**src/rtl/core/pwtp_pkg.sv**
```systemverilog
// Shared types and codes for the protobuf wire token parser.
package pwtp_pkg;

    // decoder phases
    localparam logic [2:0] PH_KEY     = 3'd0;
    localparam logic [2:0] PH_VARINT  = 3'd1;
    localparam logic [2:0] PH_FIXED   = 3'd2;
    localparam logic [2:0] PH_LEN     = 3'd3;
    localparam logic [2:0] PH_PAYLOAD = 3'd4;

    // result kinds
    localparam logic [2:0] KIND_SCALAR = 3'd0;
    localparam logic [2:0] KIND_HEADER = 3'd1;
    localparam logic [2:0] KIND_DATA   = 3'd2;
    localparam logic [2:0] KIND_END    = 3'd3;
    localparam logic [2:0] KIND_ERROR  = 3'd4;

    // error codes
    localparam logic [1:0] ERR_NONE     = 2'd0;
    localparam logic [1:0] ERR_OVERFLOW = 2'd1;
    localparam logic [1:0] ERR_WIRE     = 2'd2;
    localparam logic [1:0] ERR_TRUNC    = 2'd3;

    // wire types
    localparam logic [2:0] WT_VARINT  = 3'd0;
    localparam logic [2:0] WT_FIXED64 = 3'd1;
    localparam logic [2:0] WT_LEN     = 3'd2;
    localparam logic [2:0] WT_FIXED32 = 3'd5;

    // shift limits and steps
    localparam logic [6:0] KEY_SHIFT_MAX   = 7'd28;
    localparam logic [6:0] VAR_SHIFT_MAX   = 7'd63;
    localparam logic [6:0] FIXED_SHIFT_MAX = 7'd56;
    localparam logic [6:0] VAR_STEP        = 7'd7;
    localparam logic [6:0] FIXED_STEP      = 7'd8;
    localparam logic [3:0] FIXED64_BYTES   = 4'd8;
    localparam logic [3:0] FIXED32_BYTES   = 4'd4;

    typedef struct packed {
        logic [2:0]  phase;
        logic [63:0] acc;
        logic [6:0]  shift_pos;
        logic [3:0]  fixed_count;
        logic [31:0] payload_left;
        logic [28:0] held_tag;
        logic [2:0]  held_wire;
        logic        dropping;
    } state_t;

    typedef struct packed {
        logic [2:0]  kind;
        logic [28:0] field_tag;
        logic [2:0]  wire_kind;
        logic [63:0] raw_value;
        logic [63:0] zigzag_value;
        logic [7:0]  data_byte;
        logic        payload_last;
        logic        msg_end;
        logic [1:0]  error_code;
    } result_t;

endpackage

```
**src/rtl/core/pwtp_decode.sv**
```systemverilog
// One-byte decode step: next parser state and the optional result.
module pwtp_decode (
    input  pwtp_pkg::state_t  cur,
    input  logic [7:0]        in_byte,
    input  logic              is_last,
    output pwtp_pkg::state_t  nxt,
    output logic              res_valid,
    output pwtp_pkg::result_t res
);
    import pwtp_pkg::*;

    logic        more;
    logic [6:0]  sp;
    logic [63:0] acc_new;
    logic [31:0] v32;
    logic [3:0]  fc_dec;
    logic [31:0] pl_dec;
    logic        fail;
    logic [1:0]  fail_code;
    logic [28:0] fail_tag;
    logic [2:0]  fail_wire;
    logic        done;

    assign more = in_byte[7];

    always_comb
    begin
        nxt       = cur;
        res_valid = 1'b0;
        res       = '0;
        fail      = 1'b0;
        fail_code = ERR_NONE;
        fail_tag  = '0;
        fail_wire = '0;
        done      = 1'b0;
        sp        = cur.shift_pos;
        acc_new   = cur.acc;
        v32       = '0;
        fc_dec    = '0;
        pl_dec    = '0;

        if (cur.dropping)
        begin
            if (is_last)
                nxt = '0;
        end
        else
        begin
            case (cur.phase)
                PH_KEY, PH_LEN:
                begin
                    sp      = (cur.shift_pos > KEY_SHIFT_MAX) ? KEY_SHIFT_MAX : cur.shift_pos;
                    acc_new = cur.acc | ({57'd0, in_byte[6:0]} << sp[4:0]);
                    v32     = acc_new[31:0];
                    if (cur.phase == PH_LEN)
                    begin
                        fail_tag  = cur.held_tag;
                        fail_wire = cur.held_wire;
                    end
                    if (more)
                    begin
                        if (sp >= KEY_SHIFT_MAX)
                        begin
                            fail      = 1'b1;
                            fail_code = ERR_OVERFLOW;
                        end
                        else if (is_last)
                        begin
                            fail      = 1'b1;
                            fail_code = ERR_TRUNC;
                        end
                        else
                        begin
                            nxt.acc       = acc_new;
                            nxt.shift_pos = sp + VAR_STEP;
                        end
                    end
                    else if (cur.phase == PH_KEY)
                    begin
                        if (v32 == 32'd0)
                        begin
                            // zero key closes the message early
                            res_valid    = 1'b1;
                            res.kind     = KIND_END;
                            res.msg_end  = 1'b1;
                            nxt          = '0;
                            nxt.dropping = !is_last;
                        end
                        else
                        begin
                            nxt.acc       = '0;
                            nxt.shift_pos = '0;
                            nxt.held_tag  = v32[31:3];
                            nxt.held_wire = v32[2:0];
                            fail_tag      = v32[31:3];
                            fail_wire     = v32[2:0];
                            case (v32[2:0])
                                WT_VARINT:  nxt.phase = PH_VARINT;
                                WT_FIXED64:
                                begin
                                    nxt.phase       = PH_FIXED;
                                    nxt.fixed_count = FIXED64_BYTES;
                                end
                                WT_FIXED32:
                                begin
                                    nxt.phase       = PH_FIXED;
                                    nxt.fixed_count = FIXED32_BYTES;
                                end
                                WT_LEN:     nxt.phase = PH_LEN;
                                default:
                                begin
                                    fail      = 1'b1;
                                    fail_code = ERR_WIRE;
                                end
                            endcase
                            if (!fail && is_last)
                            begin
                                fail      = 1'b1;
                                fail_code = ERR_TRUNC;
                            end
                        end
                    end
                    else
                    begin
                        if (v32 == 32'd0)
                        begin
                            res_valid     = 1'b1;
                            res.kind      = KIND_HEADER;
                            res.field_tag = cur.held_tag;
                            res.wire_kind = cur.held_wire;
                            res.msg_end   = is_last;
                            done          = 1'b1;
                        end
                        else if (is_last)
                        begin
                            fail      = 1'b1;
                            fail_code = ERR_TRUNC;
                        end
                        else
                        begin
                            res_valid        = 1'b1;
                            res.kind         = KIND_HEADER;
                            res.field_tag    = cur.held_tag;
                            res.wire_kind    = cur.held_wire;
                            res.raw_value    = {32'd0, v32};
                            nxt.acc          = '0;
                            nxt.shift_pos    = '0;
                            nxt.payload_left = v32;
                            nxt.phase        = PH_PAYLOAD;
                        end
                    end
                end
                PH_VARINT:
                begin
                    sp        = (cur.shift_pos > VAR_SHIFT_MAX) ? VAR_SHIFT_MAX : cur.shift_pos;
                    acc_new   = cur.acc | ({57'd0, in_byte[6:0]} << sp[5:0]);
                    fail_tag  = cur.held_tag;
                    fail_wire = cur.held_wire;
                    if (more)
                    begin
                        if (sp >= VAR_SHIFT_MAX)
                        begin
                            fail      = 1'b1;
                            fail_code = ERR_OVERFLOW;
                        end
                        else if (is_last)
                        begin
                            fail      = 1'b1;
                            fail_code = ERR_TRUNC;
                        end
                        else
                        begin
                            nxt.acc       = acc_new;
                            nxt.shift_pos = sp + VAR_STEP;
                        end
                    end
                    else
                    begin
                        res_valid        = 1'b1;
                        res.kind         = KIND_SCALAR;
                        res.field_tag    = cur.held_tag;
                        res.wire_kind    = cur.held_wire;
                        res.raw_value    = acc_new;
                        res.zigzag_value = {1'b0, acc_new[63:1]} ^ {64{acc_new[0]}};
                        res.msg_end      = is_last;
                        done             = 1'b1;
                    end
                end
                PH_FIXED:
                begin
                    sp        = (cur.shift_pos > FIXED_SHIFT_MAX) ? FIXED_SHIFT_MAX
                                                                   : cur.shift_pos;
                    acc_new   = cur.acc | ({56'd0, in_byte} << sp[5:0]);
                    fc_dec    = (cur.fixed_count != 4'd0) ? cur.fixed_count - 4'd1 : 4'd0;
                    fail_tag  = cur.held_tag;
                    fail_wire = cur.held_wire;
                    if (fc_dec == 4'd0)
                    begin
                        res_valid     = 1'b1;
                        res.kind      = KIND_SCALAR;
                        res.field_tag = cur.held_tag;
                        res.wire_kind = cur.held_wire;
                        res.raw_value = acc_new;
                        res.msg_end   = is_last;
                        done          = 1'b1;
                    end
                    else if (is_last)
                    begin
                        fail      = 1'b1;
                        fail_code = ERR_TRUNC;
                    end
                    else
                    begin
                        nxt.acc         = acc_new;
                        nxt.shift_pos   = sp + FIXED_STEP;
                        nxt.fixed_count = fc_dec;
                    end
                end
                PH_PAYLOAD:
                begin
                    pl_dec    = (cur.payload_left != 32'd0) ? cur.payload_left - 32'd1 : 32'd0;
                    fail_tag  = cur.held_tag;
                    fail_wire = cur.held_wire;
                    if (pl_dec == 32'd0)
                    begin
                        res_valid        = 1'b1;
                        res.kind         = KIND_DATA;
                        res.field_tag    = cur.held_tag;
                        res.wire_kind    = cur.held_wire;
                        res.data_byte    = in_byte;
                        res.payload_last = 1'b1;
                        res.msg_end      = is_last;
                        done             = 1'b1;
                    end
                    else if (is_last)
                    begin
                        fail      = 1'b1;
                        fail_code = ERR_TRUNC;
                    end
                    else
                    begin
                        res_valid        = 1'b1;
                        res.kind         = KIND_DATA;
                        res.field_tag    = cur.held_tag;
                        res.wire_kind    = cur.held_wire;
                        res.data_byte    = in_byte;
                        nxt.payload_left = pl_dec;
                    end
                end
                default:
                begin
                    nxt = '0;
                end
            endcase

            // field finished: back to the key, or full clear on the final word
            if (done)
            begin
                if (is_last)
                    nxt = '0;
                else
                begin
                    nxt.phase        = PH_KEY;
                    nxt.acc          = '0;
                    nxt.shift_pos    = '0;
                    nxt.fixed_count  = '0;
                    nxt.payload_left = '0;
                end
            end

            if (fail)
            begin
                res_valid      = 1'b1;
                res            = '0;
                res.kind       = KIND_ERROR;
                res.field_tag  = fail_tag;
                res.wire_kind  = fail_wire;
                res.msg_end    = is_last;
                res.error_code = fail_code;
                nxt            = '0;
                nxt.dropping   = !is_last;
            end
        end
    end

endmodule

```
**src/rtl/core/protobuf_wire_token_parser.sv**
```systemverilog
// Top level of the protobuf wire token parser: input register, decode, result register.
//
// Usage:
//   Input channel (in_valid / in_stall) carries one message byte per word in
//   in_byte, with is_last set on the final byte of each message.
//   Output channel (out_valid / out_stall) carries at most one result word per
//   input word: scalar field, length header, payload byte, end or error.
//   Pipeline: an accepted word is held in the input register, decoded from
//   it by combinational logic, and its result is loaded into the result
//   register, which drives out_valid.
//   Throughput: one word per cycle while out_stall holds no result; the
//   decode state (phase, accumulator, counters) is updated by a single step
//   of combinational logic per decoded word. When out_stall holds a result,
//   the decode stage stops; an empty input register still takes one more
//   word, after which in_stall rises until the result is taken.
//   Reset (rst_n low, asynchronous) empties both registers and returns the
//   decoder to waiting for a key with no message in progress.
module protobuf_wire_token_parser (
    input  logic        clk,
    input  logic        rst_n,
    input  logic        in_valid,
    output logic        in_stall,
    input  logic [7:0]  in_byte,
    input  logic        is_last,
    output logic        out_valid,
    input  logic        out_stall,
    output logic [2:0]  kind,
    output logic [28:0] field_tag,
    output logic [2:0]  wire_kind,
    output logic [63:0] raw_value,
    output logic signed [63:0] zigzag_value,
    output logic [7:0]  data_byte,
    output logic        payload_last,
    output logic        msg_end,
    output logic [1:0]  error_code
);
    import pwtp_pkg::*;

    logic        in_valid_reg;
    logic [7:0]  in_byte_reg;
    logic        is_last_reg;
    state_t      state_reg;
    state_t      state_next;
    logic        out_valid_reg;
    result_t     res_reg;
    result_t     step_res;
    logic        step_valid;
    logic        advance;
    logic        take_in;

    // decode stage moves when the result register is free or being emptied
    assign advance  = !out_valid_reg || !out_stall;
    assign in_stall = in_valid_reg && !advance;
    assign take_in  = in_valid && !in_stall;

    pwtp_decode u_decode (
        .cur       (state_reg),
        .in_byte   (in_byte_reg),
        .is_last   (is_last_reg),
        .nxt       (state_next),
        .res_valid (step_valid),
        .res       (step_res)
    );

    always_ff @(posedge clk or negedge rst_n)
    begin
        if (!rst_n)
        begin
            in_valid_reg  <= 1'b0;
            state_reg     <= '0;
            out_valid_reg <= 1'b0;
        end
        else
        begin
            if (take_in)
                in_valid_reg <= 1'b1;
            else if (advance)
                in_valid_reg <= 1'b0;
            if (advance)
            begin
                out_valid_reg <= in_valid_reg && step_valid;
                if (in_valid_reg)
                    state_reg <= state_next;
            end
        end
    end

    always_ff @(posedge clk)
    begin
        if (take_in)
        begin
            in_byte_reg <= in_byte;
            is_last_reg <= is_last;
        end
        if (advance && in_valid_reg && step_valid)
            res_reg <= step_res;
    end

    assign out_valid    = out_valid_reg;
    assign kind         = res_reg.kind;
    assign field_tag    = res_reg.field_tag;
    assign wire_kind    = res_reg.wire_kind;
    assign raw_value    = res_reg.raw_value;
    assign zigzag_value = res_reg.zigzag_value;
    assign data_byte    = res_reg.data_byte;
    assign payload_last = res_reg.payload_last;
    assign msg_end      = res_reg.msg_end;
    assign error_code   = res_reg.error_code;

    a_drop_silent: assert property (@(posedge clk) disable iff (!rst_n)
        state_reg.dropping |-> !step_valid)
        else $error("result produced while dropping");

    a_last_clears: assert property (@(posedge clk) disable iff (!rst_n)
        in_valid_reg && advance && is_last_reg |=> state_reg == '0)
        else $error("state not cleared after final word");

    a_end_closes: assert property (@(posedge clk) disable iff (!rst_n)
        out_valid && kind == KIND_END |-> msg_end)
        else $error("end result without msg_end");

    a_err_kind: assert property (@(posedge clk) disable iff (!rst_n)
        out_valid && error_code != ERR_NONE |-> kind == KIND_ERROR)
        else $error("error code on a non-error result");

    a_stall_cause: assert property (@(posedge clk) disable iff (!rst_n)
        in_stall |-> out_valid_reg && out_stall && in_valid_reg)
        else $error("input stalled with free result register");

endmodule

```
**config.mk**
```make
export PLATFORM = sky130hd
export DESIGN_NAME = protobuf_wire_token_parser
export DESIGN_NICKNAME = d
export VERILOG_FILES = /design/src/rtl/core/pwtp_pkg.sv /design/src/rtl/core/pwtp_decode.sv /design/src/rtl/core/protobuf_wire_token_parser.sv
export SDC_FILE = /design/constraint.sdc
export NUM_CORES = 1
export LEC_CHECK = 0
export BUFFER_PORTS_ARGS = -buffer_cell sky130_fd_sc_hd__buf_2
export CAP_MARGIN = 20
export CORE_MARGIN = 3
export CORE_UTILIZATION = 30
export DETAILED_ROUTE_END_ITERATION = 12
export PLACE_DENSITY = 0.45
export SLEW_MARGIN = 20
export SYNTH_ARGS = -nofsm -noshare
export SYNTH_HDL_FRONTEND = slang
export SYNTH_SLANG_ARGS = --single-unit
```
**constraint.sdc**
```tcl
create_clock -name clk -period 19.8 [get_ports clk]
set_clock_uncertainty 0.1 [all_clocks]
set_input_delay 0 -clock clk [delete_from_list [all_inputs] [get_ports clk]]
set_output_delay 0 -clock clk [all_outputs]
set_load 0.02 [all_outputs]
```
==> results.md, run 1 <==
Outcome:
- The run finished, with violations left.
- The final reports fail on negative hold slack.

Power and ir drop:
- Overall power consumption after layout is estimated at 3030 uW.
- Dividing total power by cell area gives a power density of 136 nW/um2.
- The reported leakage power is 0.00854 uW.
- The worst vdd rail ir drop is 67.9 uV.

GRT:
- The initial antenna violation count is 0.
- The number of global-route vias before repair was 17,200.
- For this run the aggregate overflow at the end of global routing stands at 0.
- Across every metal layer, demand over resource in global routing totals 0.248.
- Entering global routing, the biggest net connects 86 pins.
- The global-route wire length before repair is 122,000 um.

Detailed routing:
- The initial detailed-routing violation count is 1,829.
- The final routed wire length divided by cell count is 28.3 um.
- For this block, the via count after detailed routing is 17,500.
- The number of optimization iterations in the first detailed-route pass is 6.
- The detailed-routed wire length on met3 is 4900 um.
- Using the TritonRoute via totals, the vias-per-cell ratio works out to 5.89.
- Once detail routing completed, the nets flagged for antenna violations numbered 0.
- After detailed routing, the met2 layer carries 40,100 um of wire.
- After detailed routing, the number of remaining DRC violations is 0.
- After detailed routing, the wire length on met1 is 36,000 um.
- Summed over all layers, the routed wires come to 84,000 um.
- The topmost layer with routed signal wires is met4.

Layout:
- The share of cells above drive strength 1 is 0.172.
- After filler insertion, the fill cell instance count of the layout stands at 6,294.
- The fraction of the core area covered by cells at the end of the flow is 0.360.
- Across the whole layout, storage elements account for 9150 um2.
- The post-layout instance count excluding filler cells is 2,970.
- The multi-input combinational cell area is 9000 um2.
- The final net count is 2,116.
- The area added between synthesis and finish is 18.8%.
- The register with the most flip-flops in the layout has 143 of them.

Synth:
- The cell type contributing the most total cell area after synthesis is sky130_fd_sc_hd__edfxtp_1.
- The share of the synthesized area in the top cell type is 0.294.
- The most used flip-flop cell after synthesis is sky130_fd_sc_hd__edfxtp_1.
- The post-synthesis area per instance is 9.60 um2.
- Of the synthesized area, sequential elements account for 0.488.
- The number of distinct library cells after synthesis is 87.
- The area of the mapped netlist is 18,800 um2.
- Yosys instantiated no cell more often than sky130_fd_sc_hd__nor2_1.
- Yosys attributes the largest share of cell area to sky130_fd_sc_hd__edfxtp_1, sky130_fd_sc_hd__dfrtp_1, sky130_fd_sc_hd__nor2_1, sky130_fd_sc_hd__a21oi_1, sky130_fd_sc_hd__a22o_1.
- The proportion of register bits with asynchronous set or reset after synthesis is 0.441.
- In this run, synthesis produced a sequential element count of 329.
- The number of nets in the synthesized netlist is 1,972.
- Counting instances in the post-synthesis netlist gives the leading cell types as sky130_fd_sc_hd__nor2_1, sky130_fd_sc_hd__edfxtp_1, sky130_fd_sc_hd__a21oi_1.
- Yosys printed 0 warnings.
- The number of synthesized flops with an enable pin is 184.
- Synthesis produced a netlist whose cell count is 1,955.

CTS:
- The maximum level of the CTS H-tree is 2.
- The cell at the root of the clock tree is sky130_fd_sc_hd__clkbuf_16.
- Clock-pin slew was measured on the worst setup and hold paths at 0.06 ns.
- The number of setup buffers added after CTS is 0.
- TritonCTS built the clock tree.
- The clock buffer count from CTS is 41.
- The source-to-sink clock delay at the later pin of the worst-skew pair is 0.60 ns.
- The largest buffer count on any clock path is 3.
- The tree built by TritonCTS fans out to 329 sinks.

STA:
- Final hold analysis gives a worst-case slack of -0.0640 ns.
- At the pin with the least slew margin, the transition time is 1.22 ns.
- The tightest slew margin relative to the limit is 0.185.
- The final worst slack is 13.15 ns.
- The total negative setup slack is 0 ns.
- The maximum operating frequency is 0.150 GHz.
- Setup violations remaining at the end of the flow were counted as 0.
- The final critical path time including I/O delays and setup is 6.65 ns.
- The final period utilization is 0.336.
- The number of hold violations in the final report was 17.
- Setup repair after global routing left no endpoint under its margin.
- The max-slew violation count is 0.

Place:
- The placed wire-length estimate is 58,300 um.
- The final weighted congestion in routability-driven placement is 0.938.
- OpenSTA, run right after detailed placement, puts the worst setup slack at 13.39 ns.
- Port buffering added 189 buffers.
- The number of cells in the design after placement is 2,876.

Die:
- The die width is 256 um.
- The effective utilization at floorplan is 0.303.
- The area of the die is 65,600 um2.
- Row generation in the floorplan step produced 91 rows.
- The I/O pin total is 190.
- The die is 256 um tall.
- The core region is 61,800 um2.

Worst setup path:
- Walking the worst path, the cells encountered are nor2_1 -> nand3_1 -> a221o_1 -> a21oi_1 -> and4bb_2 -> nand3_1 -> o22ai_1 -> a221o_1 -> o21a_4 -> buf_4.
- Among all stages on the critical path, the largest delay is contributed by sky130_fd_sc_hd__nor2_1.
- For the worst setup path, the data arrival time is 6.73 ns.
- For the worst setup path, the data required time is 19.88 ns.
- STA classifies the critical path endpoint as a flip-flop.
- The worst setup path category is reg2reg.
- The maximum cell stage delay along the critical path is 0.85 ns.
- STA classifies the critical path startpoint as a flip-flop.
- In this run the worst path has a maximum fanout of 73.

Flow run:
- The tool flagged a number of max-cap violations equal to 0.

Min path:
- The type of the tightest min-delay check is in2async.
[worst paths after layout]
check,startpoint,to,slack (ns),cells past startpoint
max in group asynchronous,rst_n,state_reg[71]$_DFFE_PN0P_,18.17,3
min in group clk,in_byte[5],in_byte_reg[5]$_DFFE_PP_,0.06,2
worst max-delay path,state_reg[74]$_DFFE_PN0P_,raw_value[16]$_SDFFCE_PP0P_,13.15,10
worst min register to register,state_reg[12]$_DFFE_PN0P_,state_reg[12]$_DFFE_PN0P_,0.39,1
worst max register to register,state_reg[74]$_DFFE_PN0P_,raw_value[16]$_SDFFCE_PP0P_,13.15,10
worst min-delay path,rst_n,state_reg[55]$_DFFE_PN0P_,-0.06,2
[through the flow]
step | area [um2] | hold WS [ns]
after floorplan | 18800 | -0.396
after global placement | 20600 | 0.0554
after detailed placement | 20600 | 0.0369
after CTS | 22300 | 0.0000502
after global routing | 22300 | 0.0414
final | 22300 | -0.0640
[per-layer routing]
metal  up-vias  GRT usage
met5         -          0
met2       717      0.413
met4         0     0.0866
li1       7704          -
met3       141     0.0339
met1      8921      0.331
[logic make-up after synthesis]
kind of cell | count (synthesis) | share of synthesized area
muxes | 29 | 0.0196
AOI/OAI and AO/OA | 682 | 0.251
buffers and inverters | 181 | 0.0382
DFF | 329 | 0.488
xor gates and xnor gates | 83 | 0.0387
and+or+nand+nor | 647 | 0.162
adders and majority gates | 4 | 0.00267
[worst max-delay path, delay by kind of cell, from the launching register on]
family / cells / cell delay (ns)
flip-flops: 1 / 0.67
buffers and inverters: 1 / 0.84
AND/OR/NAND/NOR: 4 / 2.07
AO/OA/AOI/OAI: 5 / 2.48
[area by class of cell]
class                   instances  area share
repair buffers                263      0.0697
clock buffers                  49      0.0474
clock inverters                27      0.0179
diodes                          1    0.000112
flip-flops and latches        329       0.411
inverters                      19     0.00320
well taps                     837      0.0470
multi-input cells            1445       0.404
[cells in the final DEF, fill, tap and decap left out, drive strengths merged, types with 11 or more instances in the layout]
master	netlist	final
nor2	257	257
buf	24	248
edfxtp	184	184
a21oi	168	168
nand2	153	153
dfrtp	145	145
o21ai	108	108
a22o	73	73
xnor2	64	64
o22ai	60	60
o2bb2ai	54	54
nor3	52	52
clkbuf	138	49
o22a	33	33
nor4	28	28
a22oi	25	25
nand3	24	24
and2	24	24
inv	19	22
mux2i	21	21
xor2	19	19
nor2b	17	17
nand4	16	16
dlygate4sd3	0	15
a31oi	15	15
o31ai	15	15
clkinv	0	15
a21o	14	14
o41ai	14	14
nand2b	13	13
or4	12	12
o21bai	11	11
[where the power goes]
group | internal (uW) | switching (uW)
clock network | 482 | 337
registers | 898 | 79.7
logic | 328 | 910
total | 1710 | 1330
[repair_timing]
action,CTS,global route
gates resized for setup,0,0
hold endpoints to repair,96,0
hold buffers,15,0
Power figures use the tool's default switching activity.
==> inputs of run 2 (changes only) <==
==> constraint.sdc (replaced) <==
create_clock -name clk -period 6.63 [get_ports clk]
set_clock_uncertainty 0.1 [all_clocks]
set_input_delay 0 -clock clk [delete_from_list [all_inputs] [get_ports clk]]
set_output_delay 0 -clock clk [all_outputs]
set_load 0.02 [all_outputs]
==> run 2 against run 1 <==
Net effect: the flow still finishes with violations (negative hold slack); worst setup slack worse by 12 ns; highest routed layer is now met5; register-to-register slack worse by 12 ns; power rose to 2.9 times the previous value; critical endpoint is now zigzag_value[63]$_SDFFCE_PP0P_.
==> results.md, run 2 (same netlist as run 1, synthesis figures left out) <==
Detailed routing:
- The detail route stage leaves a number of antenna-violating nets equal to 0.
- The via density per instance is 5.86.
- Dividing the detail-routed wire length by the instance count gives 27.7 um.
- The initial detailed-routing violation count is 1,874.
- The routed design has 82,600 um of wire.
- For this run, design rule violations remaining after detail routing come to 0.
- The number of optimization iterations in the first detailed-route pass is 8.
- The routed layout has 17,500 vias.

STA:
- The slew of the pin with the lowest slew margin is 1.21 ns.
- The tightest slew margin relative to the limit is 0.195.
- The max-slew violation count was 0.
- Of the available clock period, the critical path in the final layout requires 0.855.
- The maximum operating frequency is 0.176 GHz.
- Setup violations remaining at the end of the flow were counted as 0.
- The number of hold violations in the final report is 8.
- After routing, the total negative slack on setup checks comes to 0 ns.
- Setup repair after global routing left no endpoint under its margin.
- On the final layout, the worst hold slack is -0.0376 ns.
- The final critical path time including I/O delays and setup is 5.67 ns.

Die:
- The core area is 61,800 um2.
- The area of the die is 65,600 um2.
- The number of rows in the core area is 91.
- The I/O pin total is 190.
- The initial utilization of the core area, before any placement, comes to 0.303.
- The height of the die is 256 um.
- The die width is 256 um.

Layout:
- The area added between synthesis and finish is 18.5%.
- The register with the most flip-flops in the layout has 143 of them.
- At the end of the flow, the number of nets in the layout was 2,129.
- The final-layout fill cell count is 6,325.
- The library cell used most frequently in the layout, excluding fill and tap cells, is sky130_fd_sc_hd__nor2_1.
- Excluding fillers, the count of instances in the completed layout stands at 2,983.
- The share of cells above drive strength 1 is 0.171.
- Leaving out fill and tap cells, the most frequent cells in the layout are sky130_fd_sc_hd__nor2_1, sky130_fd_sc_hd__buf_2, sky130_fd_sc_hd__edfxtp_1, sky130_fd_sc_hd__a21oi_1, sky130_fd_sc_hd__nand2_1.

GRT:
- The first global-routing pass estimated 122,000 um of wire.
- The number of global-route vias before repair was 17,300.
- After global routing the overflow that remains totals 0.
- Entering global routing, the biggest net connects 90 pins.
- The initial antenna violation count was 1.
- The global-route total usage across every layer is 0.246.

Outcome:
- The flow ran to the end, but the final reports show violations.
- The checks that failed: negative hold slack.

Place:
- The final weighted congestion in routability-driven placement is 0.943.
- The number of cells in the design after placement is 2,891.
- Once detailed placement completed, the half-perimeter wirelength came to 58,000 um.
- The number of buffer cells added on primary ports is 189.

Worst setup path:
- The launching element type of the critical path is a flip-flop.
- In this run the critical register-to-register path is launched from state_reg[75]$_DFFE_PN0P_.
- The kind of cell adding the most delay to the critical path is compound AO/OA/AOI/OAI gates.
- On the critical path, the stage with the largest delay is an instance of sky130_fd_sc_hd__o21ai_0.
- The startpoint of the most critical setup path is state_reg[75]$_DFFE_PN0P_.
- The endpoint arrival time on the critical path is 5.87 ns.
- The maximum cell stage delay along the critical path is 0.80 ns.
- The number of cell instances on the worst register-to-register path is 12.
- Along the worst path, the maximum fanout reaches 34.
- The worst setup path category is reg2reg.
- The critical path required time is 6.83 ns.
- STA classifies the critical path endpoint as a flip-flop.
- The signal on the critical path passes through nor3b_1 -> nand2_1 -> o21ai_0 -> a211oi_1 -> a21oi_1 -> a21o_1 -> o21ai_0 -> o21ai_2 -> nor2_1 -> nand2_2 -> buf_12 -> nor2_1.
- The combined buffer and inverter count along the critical path is 1.
- In this run the number of cells on the critical path is 12.

CTS:
- The cell at the root of the clock tree is sky130_fd_sc_hd__clkbuf_16.
- In this run, CTS created clock tree buffers numbering 41.
- The clock tree synthesis step divided the H-tree into 2 levels.
- After clock tree synthesis, the clock-pin slew on the worst setup and hold paths is 0.06 ns.
- The clock sink total is 329.
- The CTS tree is yes.
- Post-CTS repair changed the size of 0 cells.
- The largest buffer count on any clock path is 3.
- Clock latency on the worst-skew pair, taken at its later pin, is 0.59 ns.

Power and ir drop:
- IR analysis of the VDD net gives a maximum drop of 309 uV.
- The reported leakage power is 0.00853 uW.
- The power per cell area is 399 nW/um2.

Flow run:
- The number of maximum-capacitance violations is 0.

Min path:
- The path class of the tightest hold or removal check is in2async.
## run 2: final timing paths
check,to,slack (ns)
setup / recovery,zigzag_value[63]$_SDFFCE_PP0P_,0.96
hold / removal,state_reg[57]$_DFFE_PN0P_,-0.04
setup reg to reg,zigzag_value[63]$_SDFFCE_PP0P_,0.96
hold reg to reg,state_reg[27]$_DFFE_PN0P_,0.39
max in group asynchronous,state_reg[69]$_DFFE_PN0P_,4.94
min in group clk,in_byte_reg[0]$_DFFE_PP_,0.07
## run 2: routing by layer
layer | GRT usage | wire (um)
met1 | 0.331 | 34900
met2 | 0.406 | 39300
met3 | 0.0352 | 5500
met4 | 0.0841 | 2950
met5 | 0 | 13
## run 2: timing repair
item,in CTS,in global routing
endpoints found under the hold margin,100,0
setup buffers,0,0
hold buffers,15,0
## run 2: cell type report
type	count	area, um2	share of cell area
Tap cell	837	1050	0.0471
Inverter	19	71.3	0.00321
Multi-Input combinational cell	1445	8980	0.404
Clock buffer	54	1090	0.0492
Antenna cell	1	2.50	0.000113
Clock inverter	22	204	0.00917
Sequential cell	329	9150	0.412
Timing Repair Buffer	276	1680	0.0756
## run 2: power breakdown
| part | total [uW] | internal, uW | switching, uW |
|---|---|---|---|
| registers | 2930 | 2680 | 250 |
| logic | 3740 | 1020 | 2720 |
| clock network | 2200 | 1220 | 974 |
| total | 8860 | 4920 | 3940 |
## run 2: stage by stage
stage / cell area (um2) / hold WS, ns / utilization / total power (uW) / worst slack (ns)
floorplan: 18800 / -0.396 / - / 5150 / 0.799
global placement: 20800 / 0.0670 / 0.336 / 6680 / 1.06
detailed placement: 20800 / 0.0782 / 0.336 / 6680 / 1.04
CTS: 22200 / 0.0245 / 0.359 / 8920 / 1.05
global route: 22200 / 0.0487 / 0.360 / 9270 / 0.554
finish: 22200 / -0.0376 / 0.360 / 8860 / 0.959
